$ cat src/design/scta_pkg.sv
// Shared types, constants and widths for the symmetrical component transform.
// Used by every module of the block; depends on nothing.
package scta_pkg;

   // Q0.16 constants
   localparam logic signed [17:0] SQRT3_HALF_Q16 = 18'sd56756;
   localparam logic [14:0]        THIRD_Q16      = 15'd21845;

   // Exact part sums in units of 2^-16 input LSB
   localparam int SUM_W  = 36;
   // Forward scaling product (sum times one third)
   localparam int WIDE_W = 54;
   // Rounded value before clipping
   localparam int RES_W  = 22;

   typedef logic signed [SUM_W-1:0]  part_type;
   typedef logic signed [WIDE_W-1:0] wide_type;
   typedef logic signed [RES_W-1:0]  res_type;

   // Control that travels with each item down the pipeline
   typedef struct packed {
      logic valid;
      logic inverse;
   } ctl_type;

   typedef struct packed {
      logic signed [15:0] in0_re;
      logic signed [15:0] in0_im;
      logic signed [15:0] in1_re;
      logic signed [15:0] in1_im;
      logic signed [15:0] in2_re;
      logic signed [15:0] in2_im;
   } req_type;

   typedef struct packed {
      logic signed [15:0] out0_re;
      logic signed [15:0] out0_im;
      logic signed [15:0] out1_re;
      logic signed [15:0] out1_im;
      logic signed [15:0] out2_re;
      logic signed [15:0] out2_im;
      logic               saturated;
   } rsp_type;

   // First-stage terms: plain sums, in-phase deviations, quadrature differences
   typedef struct packed {
      logic signed [17:0] sum_re;
      logic signed [17:0] sum_im;
      logic signed [18:0] dev_re;
      logic signed [18:0] dev_im;
      logic signed [16:0] diff_re;
      logic signed [16:0] diff_im;
   } prep_type;

endpackage

$ cat src/design/scta_prep.sv
// First pipeline stage: sums and differences of the three input phasors.
// Depends on scta_pkg.
module scta_prep (
   input  logic               clock,
   input  logic               reset,
   input  scta_pkg::ctl_type  ctl_in,
   input  scta_pkg::req_type  req_in,
   output scta_pkg::ctl_type  ctl_out,
   output scta_pkg::prep_type prep_out
);

   scta_pkg::ctl_type  ctl_ff;
   scta_pkg::prep_type prep_ff;
   scta_pkg::prep_type prep_in;

   // Direction only flips the sign of the quadrature differences
   always_comb begin
      prep_in.sum_re = 18'(req_in.in0_re) + 18'(req_in.in1_re) + 18'(req_in.in2_re);
      prep_in.sum_im = 18'(req_in.in0_im) + 18'(req_in.in1_im) + 18'(req_in.in2_im);
      prep_in.dev_re = (19'(req_in.in0_re) <<< 1) - 19'(req_in.in1_re) - 19'(req_in.in2_re);
      prep_in.dev_im = (19'(req_in.in0_im) <<< 1) - 19'(req_in.in1_im) - 19'(req_in.in2_im);
      if (ctl_in.inverse) begin
         prep_in.diff_re = 17'(req_in.in2_re) - 17'(req_in.in1_re);
         prep_in.diff_im = 17'(req_in.in1_im) - 17'(req_in.in2_im);
      end else begin
         prep_in.diff_re = 17'(req_in.in1_re) - 17'(req_in.in2_re);
         prep_in.diff_im = 17'(req_in.in2_im) - 17'(req_in.in1_im);
      end
   end

   always_ff @(posedge clock) begin
      if (reset) begin
         ctl_ff <= '0;
      end else begin
         ctl_ff <= ctl_in;
      end
   end

   always_ff @(posedge clock) begin
      prep_ff <= prep_in;
   end

   assign ctl_out  = ctl_ff;
   assign prep_out = prep_ff;

endmodule

$ cat config.mk
export PLATFORM = sky130hd
export DESIGN_NAME = scta_prep
export DESIGN_NICKNAME = d
export VERILOG_FILES = /design/src/design/scta_pkg.sv /design/src/design/scta_prep.sv
export SDC_FILE = /design/constraint.sdc
export NUM_CORES = 1
export LEC_CHECK = 0
export BUFFER_PORTS_ARGS = -buffer_cell sky130_fd_sc_hd__buf_2
export CAP_MARGIN = 20
export CORE_MARGIN = 1.5
export CORE_UTILIZATION = 60
export DETAILED_ROUTE_END_ITERATION = 16
export PLACE_DENSITY = 0.87
export SKIP_LAST_GASP = 1
export SLEW_MARGIN = 20
export SYNTH_ARGS = -nofsm -noshare
export SYNTH_HDL_FRONTEND = slang
export SYNTH_SLANG_ARGS = --single-unit
$ cat constraint.sdc
create_clock -name clock -period 6.1 [get_ports clock]
set_input_delay 1.22 -clock clock [delete_from_list [all_inputs] [get_ports clock]]
set_output_delay 1.22 -clock clock [all_outputs]
set_load 0.02 [all_outputs]
# == After elaboration in Yosys (flattened, before gate mapping) ==
# Cells that the tools add are included.
# word_totals
out_inout_bits,110
in_bits,100
regBits,110
# op_classes
n_mux,1
n_addsub,12
# ops
op,count
16-bit by 16-bit subtractor with 17-bit output,4
18-bit by 16-bit subtractor with 19-bit output,2
17-bit by 16-bit adder with 18-bit output,2
17-bit by 16-bit subtractor with 18-bit output,2
16-bit by 16-bit adder with 17-bit output,2
34-bit 2-to-1 mux,1

# == Depth between registers and ports, before layout ==
# depth
word_depth,2
ltp_mapped,13
mapped_depth_nobuf,13

# == Worst setup path after synthesis ==
# Ideal clock, no wire load.
# synth_path
path_type,input to register
start,input req_in[0] (netlist bit)
end,register prep_ff (netlist bit prep_out[50])
setup_slack_ps,2319
t_arrival_ps,3655
required_ps,5974
cell_stages,13
setup_time_ps,126
path_cell_list,inv_1 ha_1 inv_1 ha_1 or2_2 fa_1 a21oi_1 nor2_1 nor2_1 a31oi_1 a311oi_1 o21ai_1 xor2_1
# synth_rtl
item,line_no,text
"start, declared",scta_prep.sv:7,"input scta_pkg::req_type req_in,"
"end signal, assigned",scta_prep.sv:40,prep_ff <= prep_in;
"end, declared",scta_prep.sv:13,scta_pkg::prep_type prep_ff;

==> results.txt <==
Synthesized Nets: 1,302
Slew headroom: 57.8%
Slowest-stage cell, CP: a311oi_1
Critical path required time: 6340 ps
Setup CP Type: in2reg
N_diodes: 0
I/O Pins: 210
FMAX: 0.250 GHz
Fin Hold WS: 1020 ps
Synth cell types: 67
Top-area cell type share of the netlist area: 22.7%
Clock Pin Slew Worst Setup and Hold Paths: 70 ps
Vias in the first global route: 7,804
GP Congestion: 0.905
HPWL reported at the end of detailed placement: 18,900 um
Critical Path Max Stage Delay: 460 ps
Hold_sp: reset
Placed instance count: 1,375
DRT Pass-1 Iters: 5
Drc violations: 0
Mapped Avg Cell Area: 9.84 um^2
Crit share post-route: 65.6%
Initial antenna violation count: 0
Cell Rows: 45
1st-iter DRT viols: 567
Hold path depth: 2
Area Growth Syn to Fin: 16.0%
Synth Flop Type: dfxtp_1
Sequential share of the synthesized area: 22.7%
Critical path origin: req_in[0]
DR vias/cell: 5.63
Num CTS Buffers: 9
Critical path cell sequence: buf_2 -> inv_1 -> ha_1 -> inv_1 -> ha_1 -> or2_2 -> fa_1 -> a21oi_1 -> nor2_1 -> nor2_1 -> a31oi_1 -> a311oi_1 -> o21ai_1 -> xor2_1
Largest area contributor in the netlist: dfxtp_1
Synth Instances: 966
Peak VDD IR: 190 uV
Drt wl/cell: 16.4 um
Total Wirelength: 22,900 um
Run status: finished, final reports clean
Crit Path Max Fanout: 3
Area contributors post-synth: dfxtp_1 23%, ha_1 22%, fa_1 15%
Chip Width: 129 um
Leakage: 5.46 nW
Clk buf depth: 2
Setup TNS: 0 ps
CTS H-tree depth: 3
First-pass GRT wire length: 36,600 um
#FFs+latches synth: 108
Ys async rst share: 0%
Critical Path Sink Type: flop
Vias: 7,831
Endpoint, Worst Hold: ctl_out[0]
Hold buffers post-CTS: 0
TritonCTS clock tree: done
HP Class: in2reg
Die area: 16,600 um^2
P per Cell Area: 310 nW/um^2
Startpoint Class: input port
Cell area after synthesis: 9510 um^2
RSZ-0062 raised after global routing: no
IO Port Bufs: 209
Layout cells sized above 1: 20.8%
Least-Margin Pin Slew: 617 ps
Max capacitance violation total: 0
Post-CTS repair timing setup buffer count: 0
Cts repair resizes: 0
Final setup fails: 0
Final hold vios: 0
Yosys Warn Count: 0
Final #Nets: 1,511
Die height: 129 um
Final Core Density: 72.0%
Minimum clock period: 4000 ps
GRT Resource Usage Total: 27.9%
Core box area: 15,300 um^2
Grt ovf: 0
Non-filler instance count after layout: 1,391
Starting density of the core: 62.1%
Post-synth EDFFs: 0
Worst Path Arrival: 4240 ps
Antenna-violating nets left: 0
Pins Over Slew Limit: 0
Clock sinks: 108
Largest net degree at the start of global routing: 39
Root Buffer: clkbuf_16
-- synthesized netlist by cell type, drive strengths merged, types with 3 or more instances --
master / number
ha: 166
dfxtp: 108
inv: 104
a21oi: 81
fa: 70
xnor2: 64
nor2: 41
o21ai: 41
a21o: 31
a211oi: 25
nand2: 23
xor2: 22
nor2b: 18
mux2i: 15
nor3: 15
o21bai: 12
buf: 8
nand2b: 8
o21a: 8
a31oi: 7
nand3: 7
o31ai: 7
nand4: 6
nor4: 6
and3: 5
o211ai: 5
a2111oi: 4
a221oi: 4
a311oi: 4
a31o: 4
clkbuf: 4
o22ai: 4
o311ai: 4
o41ai: 3
or2: 3
-- how the worst max path moves through the flow --
stage                        end
floorplan           prep_out[50]
global placement    prep_out[50]
detailed placement  prep_out[50]
CTS                 prep_out[50]
global route        prep_out[50]
finish              prep_out[50]
-- cells in the final DEF, fill, tap and decap left out, types with 18 or more instances in the layout --
cell type / netlist / routed
xor2_1: 22 / 22
nor2_1: 41 / 41
a211oi_1: 21 / 21
fa_1: 70 / 70
ha_1: 166 / 166
dfxtp_1: 108 / 108
a21oi_1: 80 / 80
nor2b_1: 18 / 18
a21o_1: 31 / 31
buf_2: 1 / 209
o21ai_0: 35 / 35
nand2_1: 23 / 23
inv_1: 102 / 102
xnor2_1: 64 / 64
-- routing by layer --
metal | global-route usage [%] | wire length, um
met1 | 34.4 | 9710
met2 | 49.4 | 11300
met3 | 3.12 | 1280
met4 | 11.6 | 614
met5 | 0 | 0
-- area by class of cell --
cell class	instances	area (um^2)
Clock inverter	3	21.3
Tap cell	211	264
Clock buffer	13	260
Inverter	104	390
Fill cell	1136	4290
Multi-Input combinational cell	742	6880
Sequential cell	108	2160
Timing Repair Buffer	210	1050
-- power breakdown --
group	switching, W	total, W	internal (W)
clock network	0.000269	0.000569	0.000300
logic	0.00111	0.00180	0.000687
registers	0.0000724	0.00105	0.000981
total	0.00145	0.00342	0.00197
-- state kept, by name, summed over array words and instances, names as in the netlist --
name	cells
prep_out	106
ctl_out	2
-- cells by family (layout without fill, tap and decap cells) --
family	Yosys count	count (layout)	synth area share, %
xor+xnor	86	86	7.92
mux	15	15	1.58
simple gates	141	141	7.41
buf+inv	116	330	4.95
fa+ha+maj	236	236	36.6
compound gates	264	264	18.8
flops	108	108	22.7
-- worst max-delay path: cells and delay by family --
kind            cells  cell delay [ps]
compound gates      4             1050
fa+ha+maj           3              940
simple gates        3              620
buf+inv             3              230
xor+xnor            1              170
-- metrics by stage --
step / total power [W] / worst slack, ps / instance area, um^2
3_5_place_dp: 0.00284 / 1790 / 10700
6_report: 0.00342 / 2100 / 11000
3_3_place_gp: 0.00280 / 1930 / 10700
5_1_grt: 0.00363 / 1890 / 11000
2_1_floorplan: 0.00228 / 2320 / 9510
4_1_cts: 0.00342 / 2160 / 11000
Note: power is estimated with default switching activity, not from simulation.
