File: src/design/scta_pkg.sv
// Shared types, constants and widths for the symmetrical component transform.
// Used by every module of the block; depends on nothing.
package scta_pkg;

   // Q0.16 constants
   localparam logic signed [17:0] SQRT3_HALF_Q16 = 18'sd56756;
   localparam logic [14:0]        THIRD_Q16      = 15'd21845;

   // Exact part sums in units of 2^-16 input LSB
   localparam int SUM_W  = 36;
   // Forward scaling product (sum times one third)
   localparam int WIDE_W = 54;
   // Rounded value before clipping
   localparam int RES_W  = 22;

   typedef logic signed [SUM_W-1:0]  part_type;
   typedef logic signed [WIDE_W-1:0] wide_type;
   typedef logic signed [RES_W-1:0]  res_type;

   // Control that travels with each item down the pipeline
   typedef struct packed {
      logic valid;
      logic inverse;
   } ctl_type;

   typedef struct packed {
      logic signed [15:0] in0_re;
      logic signed [15:0] in0_im;
      logic signed [15:0] in1_re;
      logic signed [15:0] in1_im;
      logic signed [15:0] in2_re;
      logic signed [15:0] in2_im;
   } req_type;

   typedef struct packed {
      logic signed [15:0] out0_re;
      logic signed [15:0] out0_im;
      logic signed [15:0] out1_re;
      logic signed [15:0] out1_im;
      logic signed [15:0] out2_re;
      logic signed [15:0] out2_im;
      logic               saturated;
   } rsp_type;

   // First-stage terms: plain sums, in-phase deviations, quadrature differences
   typedef struct packed {
      logic signed [17:0] sum_re;
      logic signed [17:0] sum_im;
      logic signed [18:0] dev_re;
      logic signed [18:0] dev_im;
      logic signed [16:0] diff_re;
      logic signed [16:0] diff_im;
   } prep_type;

endpackage

File: src/design/scta_rotate.sv
// Stages two and three: sqrt(3)/2 products, then the six exact part sums.
// Depends on scta_pkg.
module scta_rotate (
   input  logic               clock,
   input  logic               reset,
   input  scta_pkg::ctl_type  ctl_in,
   input  scta_pkg::prep_type prep_in,
   output scta_pkg::ctl_type  ctl_out,
   output scta_pkg::part_type part_out [6]
);

   scta_pkg::ctl_type  mul_ctl_ff;
   scta_pkg::ctl_type  sum_ctl_ff;
   logic signed [17:0] sum_re_ff;
   logic signed [17:0] sum_im_ff;
   logic signed [18:0] dev_re_ff;
   logic signed [18:0] dev_im_ff;
   scta_pkg::part_type rot_re_ff;
   scta_pkg::part_type rot_im_ff;
   scta_pkg::part_type rot_re_in;
   scta_pkg::part_type rot_im_in;
   scta_pkg::part_type part_ff [6];
   scta_pkg::part_type part_in [6];
   scta_pkg::part_type base_re;
   scta_pkg::part_type base_im;

   // Quadrature terms scaled by sqrt(3)/2
   assign rot_re_in = scta_pkg::part_type'(prep_in.diff_re)
                    * scta_pkg::part_type'(scta_pkg::SQRT3_HALF_Q16);
   assign rot_im_in = scta_pkg::part_type'(prep_in.diff_im)
                    * scta_pkg::part_type'(scta_pkg::SQRT3_HALF_Q16);

   always_ff @(posedge clock) begin
      rot_re_ff <= rot_re_in;
      rot_im_ff <= rot_im_in;
      sum_re_ff <= prep_in.sum_re;
      sum_im_ff <= prep_in.sum_im;
      dev_re_ff <= prep_in.dev_re;
      dev_im_ff <= prep_in.dev_im;
   end

   // In-phase part is a multiple of one half, so it is a shift
   always_comb begin
      base_re    = scta_pkg::part_type'(dev_re_ff) <<< 15;
      base_im    = scta_pkg::part_type'(dev_im_ff) <<< 15;
      part_in[0] = scta_pkg::part_type'(sum_re_ff) <<< 16;
      part_in[1] = scta_pkg::part_type'(sum_im_ff) <<< 16;
      part_in[2] = base_re + rot_im_ff;
      part_in[3] = base_im + rot_re_ff;
      part_in[4] = base_re - rot_im_ff;
      part_in[5] = base_im - rot_re_ff;
   end

   always_ff @(posedge clock) begin
      part_ff <= part_in;
   end

   always_ff @(posedge clock) begin
      if (reset) begin
         mul_ctl_ff <= '0;
         sum_ctl_ff <= '0;
      end else begin
         mul_ctl_ff <= ctl_in;
         sum_ctl_ff <= mul_ctl_ff;
      end
   end

   assign ctl_out  = sum_ctl_ff;
   assign part_out = part_ff;

endmodule

File: config.mk
export PLATFORM = sky130hd
export DESIGN_NAME = scta_rotate
export DESIGN_NICKNAME = d
export VERILOG_FILES = /design/src/design/scta_pkg.sv /design/src/design/scta_rotate.sv
export SDC_FILE = /design/constraint.sdc
export NUM_CORES = 1
export LEC_CHECK = 0
export BUFFER_PORTS_ARGS = -buffer_cell sky130_fd_sc_hd__buf_2
export CAP_MARGIN = 20
export CORE_MARGIN = 3
export CORE_UTILIZATION = 45
export DETAILED_ROUTE_END_ITERATION = 6
export PLACE_DENSITY = 0.68
export RECOVER_POWER = 50
export SLEW_MARGIN = 20
export SYNTH_ARGS = -nofsm -noshare
export SYNTH_HDL_FRONTEND = slang
export SYNTH_SLANG_ARGS = --single-unit
File: constraint.sdc
create_clock -name clock -period 4.65 [get_ports clock]
set_input_delay 0 -clock clock [delete_from_list [all_inputs] [get_ports clock]]
set_output_delay 0 -clock clock [all_outputs]
set_load 0.05 [all_outputs]
---- Yosys cells after proc, flatten, opt, wreduce, memory -nomap -nowiden ----
Index checks and enable logic that the tools add are counted.
cells by class
  add/sub/neg operators ................... 4
  divide/modulo/power cells ............... 0
  shift-type cells ........................ 0
  $mul .................................... 2
  bitwise gates (word level) .............. 0
  eq/ne operators ......................... 0
  multiplexer cells ....................... 0
  order comparisons ....................... 0
  reductions and logical operators ........ 0
operators with widths
  operator                                             count
  adder 34 x 36 -> 36 bit                              2
  subtractor 34 x 36 -> 36 bit                         2
  multiplier 17 x 15 -> 32 bit, second input constant  2
storage, ports and cells
  memories kept ........................... 0
  output and inout port bits .............. 218
  bits in registers ....................... 326
  ROM bits ................................ 0
  bits in latches ......................... 0
  RAM bits ................................ 0
  bits of input ports ..................... 112

---- Longest topological paths before layout ----
  word-level depth ........................ 1
  depth in mapped cells ................... 21

---- Worst setup path after synthesis ----
OpenSTA, ideal clock, no wires.
  kind .................................... input -> register
  start point ............................. input port prep_in[25] in the netlist's numbering
  end point ............................... register rot_re_ff[34]
  stages .................................. 17
  path buffers ............................ 0
  arrival time ............................ 4.936 ns
  path slack .............................. -0.389 ns
  setup time .............................. 0.103 ns
  path through ............................ ha_1 -> fa_1 -> fa_1 -> inv_1 -> fa_1 -> inv_1 -> fa_1 -> inv_1 -> fa_1 -> inv_1 -> ha_1 -> a2111oi_0 -> o21ai_0 -> a311oi_2 -> o21ai_1 -> o311a_1 -> a2111oi_2
on the way
  cells in the longest elaborated chain, start to end .. 1
ends and longest elaborated chain
  element                       line               source
  start: declaration            scta_rotate.sv:7   input scta_pkg::prep_type prep_in,
  multiplier 17 x 15 -> 32 bit  scta_rotate.sv:29  * scta_pkg::part_type'(scta_pkg::SQRT3_HALF_Q16);
  net rot_re_in[33]             scta_rotate.sv:20  scta_pkg::part_type rot_re_in;
  end signal: assignment        scta_rotate.sv:34  rot_re_ff <= rot_re_in;
  end: declaration              scta_rotate.sv:18  scta_pkg::part_type rot_re_ff;
The timed path passes the listed nets, and every way through them passes these cells.
A chain may end at the register's enable or synchronous reset.

---- Worst setup path after layout ----
  start point ............................. input port prep_in[27] in the netlist's numbering
  end point ............................... register rot_re_ff[34]
Same word-level chain as after synthesis.

==> flow_results.org <==
** Timing
- Static timing analysis puts the maximum clock frequency at 217.7 MHz.
- The smallest clock period supported by the final layout is computed as 4594 ps.
- Worst slew margin :: 0.5058
- Final worst clock skew :: 21.10 ps
- RSZ-0062 raised after global routing :: yes
- Adding up every negative setup slack in the final design gives 0 ps.
- The total count of hold-check failures in the final report is 0.
- Setup violations remaining at the end of the flow were counted as 0.
- Tightest Pin Transition :: 731.8 ps
- Dividing the final minimum period by the clock period gives 0.9880.
- Final slew viol count :: 0

** Synth
- In this run, synthesis inferred 0 flip-flops with an integrated enable.
- The portion of synthesized area spent on multiplexers is 0.0008792.
- Synth top area share :: 0.2743
- A synthesized cell averages 10.12 µm².
- Complex-gate fraction of the synthesized area :: 0.1116
- Simple-gate share of the synthesized area :: 0.06990
- Yosys warnings :: 0
- After technology mapping, the gate count stands at 2250.
- After synthesis, the netlist uses 84 different library cells.
- Of the total synthesized cell area, the portion taken by full adders, half adders and majority gates is 0.3811.
- Ranked by instance count, the synthesized netlist is headed by 439 x sky130_fd_sc_hd__inv_1, 312 x sky130_fd_sc_hd__dfxtp_1, 308 x sky130_fd_sc_hd__ha_1.
- The largest total area in the synthesized netlist belongs to sky130_fd_sc_hd__dfxtp_1.
- Of the total synthesized cell area, the portion taken by XOR and XNOR cells is 0.06693.
- Total standard cell area after synthesis :: 22770 µm²
- Ys async rst share :: 0
- Counting flops and latches in the post-synthesis netlist gives 312.
- Most repeated cell in the gate-level netlist after synthesis :: sky130_fd_sc_hd__inv_1
- After synthesis, the largest family of logic cells by area is adder cells.
- Top flip-flop cell by instance count after synthesis :: sky130_fd_sc_hd__dfxtp_1
- Dominant cells by area after synthesis :: sky130_fd_sc_hd__dfxtp_1 27%, sky130_fd_sc_hd__fa_1 21%, sky130_fd_sc_hd__ha_1 17%
- Sequential share of the synthesized area :: 0.2743

** CTS
- TritonCTS built the clock tree.
- Insertion delay of the later-clocked pin in the worst-skew pair :: 530 ps
- The root buffer cell chosen for the clock tree is sky130_fd_sc_hd__clkbuf_16.
- For this design, the sink count on the clock tree is between 300 and 400.
- Clock-pin slew reported for the worst setup and hold paths after clock tree synthesis :: 60 ps
- Max clock buf depth :: 3
- CTS built an H-tree with a depth of 2.
- Clock buffers created by TritonCTS :: 35
- Count of buffers added by post-CTS timing repair for setup :: 0

** Die
- IO Count :: 330
- In this run the standard cell core region covers 49460 µm².
- The die covers 53330 µm².
- The initial utilization of the core area, before any placement, comes to 0.4604.
- In this run the vertical extent of the chip is 230.9 µm.
- The die is around 230 µm wide.
- FP Rows :: between 80 and 90

** Global route
- Entering global routing, the biggest net connects 20 pins.
- Vias in the first global route :: around 18000
- The total overflow left after global routing is 0.
- Antenna violations before repair :: 3
- GRT Total Usage :: 0.2095
- Wire length of the first global-routing pass :: 91.14 mm

** Routing
- Residual DRC :: 0
- Across all layers, the routed design uses 16950 vias.
- Number of nets with antenna violations after routing :: 0
- After detailed routing, the number of vias per cell comes to between 4 and 5.
- Before antenna repair, the detailed router went through 5 iterations.
- After detailed routing, the average wire length per cell comes to 15.81 µm.
- For this block, the initial DRC count from the detailed router was 770.
- Wires add up to around 56 mm.

** Layout
- In the final layout, the multi-input gates occupy roughly 15000 µm².
- Register Area :: 6246 µm²
- Fillers :: 4319
- In the final design database the tool counted 3516 nets.
- In the final layout, the share of cells above drive strength 1 is 0.1933.
- Relative to the synthesized area, the layout overhead comes to 26.66%.
- The repair_antennas step left the layout with diodes totalling 0.

** Setup path
- Launch point of the worst reg-to-reg path :: rot_re_ff[17]$_DFF_P_
- Critical-path maximum fanout :: 3
- The worst setup path is of the in2reg kind.
- The worst setup path is captured at a register.
- Startpoint class of the critical path :: primary input
- Crit path from :: prep_in[27]
- Minimum setup slack among reg-to-reg paths :: 1790 ps
- Worst-case reg-to-reg path depth :: 8
- Worst r2r dst :: part_out[106]$_DFF_P_
- Data required, critical path :: between 5000 and 6000 ps
- Endpoint arrival time on the critical path :: roughly 5000 ps
- CP endpoint :: rot_re_ff[34]$_DFF_P_

** Hold path
- Hold WC Path Type :: in2reg

** Placed design
- Routability Congestion :: 0.9123
- The count of buffers added on input and output ports is ~290.
- The HPWL after detailed placement is 47.57 mm.

** Status
- The flow ran to the end, and the final reports show no timing, DRC or antenna violations.

** Job
- Number of maximum-capacitance constraint violations :: 0
-- layout make-up --
| class | instances | area share |
|---|---|---|
| Clock buffer | 45 | 0.03375 |
| Multi-Input combinational cell | 1449 | 0.5198 |
| Tap cell | 664 | 0.02881 |
| Sequential cell | 312 | 0.2166 |
| Clock inverter | 13 | 0.005510 |
| Timing Repair Buffer | 618 | 0.1383 |
| Inverter | 440 | 0.05727 |
-- cells in the final DEF, fill, tap and decap left out, types with 5 or more instances in the layout --
cell type / count
sky130_fd_sc_hd__o21bai_1: 21
sky130_fd_sc_hd__nor2_1: 80
sky130_fd_sc_hd__xor2_1: 52
sky130_fd_sc_hd__o31ai_1: 10
sky130_fd_sc_hd__o21a_1: 11
sky130_fd_sc_hd__a211oi_1: 12
sky130_fd_sc_hd__or3_1: 8
sky130_fd_sc_hd__a211o_1: 7
sky130_fd_sc_hd__conb_1: 40
sky130_fd_sc_hd__nand3_1: 20
sky130_fd_sc_hd__ha_4: 26
sky130_fd_sc_hd__xnor2_1: 122
sky130_fd_sc_hd__a21o_1: 61
sky130_fd_sc_hd__buf_4: 238
sky130_fd_sc_hd__nor3_1: 35
sky130_fd_sc_hd__a311oi_1: 5
sky130_fd_sc_hd__dlygate4sd3_1: 83
sky130_fd_sc_hd__a21oi_1: 114
sky130_fd_sc_hd__ha_1: 281
sky130_fd_sc_hd__nand2b_1: 20
sky130_fd_sc_hd__dfxtp_1: 312
sky130_fd_sc_hd__or2_2: 5
sky130_fd_sc_hd__o21ai_0: 42
sky130_fd_sc_hd__clkbuf_1: 108
sky130_fd_sc_hd__o211ai_1: 10
sky130_fd_sc_hd__nor2b_1: 17
sky130_fd_sc_hd__nor4_1: 9
sky130_fd_sc_hd__clkbuf_16: 35
sky130_fd_sc_hd__nor3b_1: 6
sky130_fd_sc_hd__fa_1: 239
sky130_fd_sc_hd__a31oi_1: 10
sky130_fd_sc_hd__inv_1: 436
sky130_fd_sc_hd__and2_1: 13
sky130_fd_sc_hd__o21ai_1: 10
sky130_fd_sc_hd__nand2_1: 57
sky130_fd_sc_hd__and3_1: 7
sky130_fd_sc_hd__a21boi_0: 5
sky130_fd_sc_hd__clkbuf_8: 6
sky130_fd_sc_hd__buf_2: 189
sky130_fd_sc_hd__nand4_1: 6
-- registers in the layout, indices dropped and copies added (netlist names) --
signal      count
ctl_out         2
dev_im_ff      19
dev_re_ff      19
mul_ctl_ff      2
part_out      170
rot_im_ff      32
rot_re_ff      32
sum_im_ff      18
sum_re_ff      18
-- how the worst min path moves through the flow --
stage,endpoint,startpoint,cells past startpoint
2_1_floorplan,dev_im_ff[0]$_DFF_P_,prep_in[34],0
5_1_grt,sum_re_ff[17]$_DFF_P_,prep_in[107],2
3_5_place_dp,sum_im_ff[4]$_DFF_P_,prep_in[76],1
3_3_place_gp,sum_im_ff[3]$_DFF_P_,prep_in[75],1
4_1_cts,rot_im_ff[5]$_DFF_P_,prep_in[0],4
6_report,rot_im_ff[5]$_DFF_P_,prep_in[0],4
-- routing by layer --
| metal | track usage | wire length [µm] | up-vias |
|---|---|---|---|
| met4 | 0.05307 | 1232 | 0 |
| met1 | 0.2827 | 25640 | 8106 |
| li1 | - | - | 8410 |
| met5 | 0 | 0 | - |
| met2 | 0.3592 | 26940 | 355 |
| met3 | 0.02468 | 2161 | 81 |
-- worst max-delay path, cell delays in order --
cell,delay (ps)
sky130_fd_sc_hd__buf_2,140
sky130_fd_sc_hd__ha_4,240
sky130_fd_sc_hd__fa_1,510
sky130_fd_sc_hd__fa_1,540
sky130_fd_sc_hd__inv_1,60
sky130_fd_sc_hd__fa_1,550
sky130_fd_sc_hd__inv_1,60
sky130_fd_sc_hd__fa_1,470
sky130_fd_sc_hd__inv_1,50
sky130_fd_sc_hd__fa_1,470
sky130_fd_sc_hd__inv_1,60
sky130_fd_sc_hd__ha_4,210
sky130_fd_sc_hd__a2111oi_2,330
sky130_fd_sc_hd__o21ai_1,200
sky130_fd_sc_hd__a311oi_2,430
sky130_fd_sc_hd__o21ai_1,140
sky130_fd_sc_hd__o311a_1,310
sky130_fd_sc_hd__a2111oi_2,230
-- metrics by stage --
stage               cell area (µm²)  worst slack, ps  std cells    util  hold slack (ps)
floorplan                     23240           -43.66       2289       -            27.72
global placement              26840           -421.9       3400  0.5428            102.4
detailed placement            26840           -515.3       3400  0.5428            103.6
CTS                           28810            41.78       3541  0.5825            29.56
global route                  28840           -59.85       3541  0.5831            79.59
finish                        28840            55.73       3541  0.5831            71.36
-- what timing repair did --
action / in CTS / in global routing
gates resized for setup: 0 / 34
hold buffers: 83 / 0
setup endpoints to repair: 0 / 12
hold endpoints to repair: 84 / 0
-- logic make-up after synthesis --
group | after synthesis
XOR/XNOR | 174
adder cells (fa/ha/maj) | 550
multiplexers | 2
buffers and inverters | 528
AND/OR/NAND/NOR | 308
AO/OA/AOI/OAI | 375
other | 1
flip-flops | 312
Power is not shown: default switching activity piles up to over one toggle a cycle in this logic, so the estimate is an artifact.
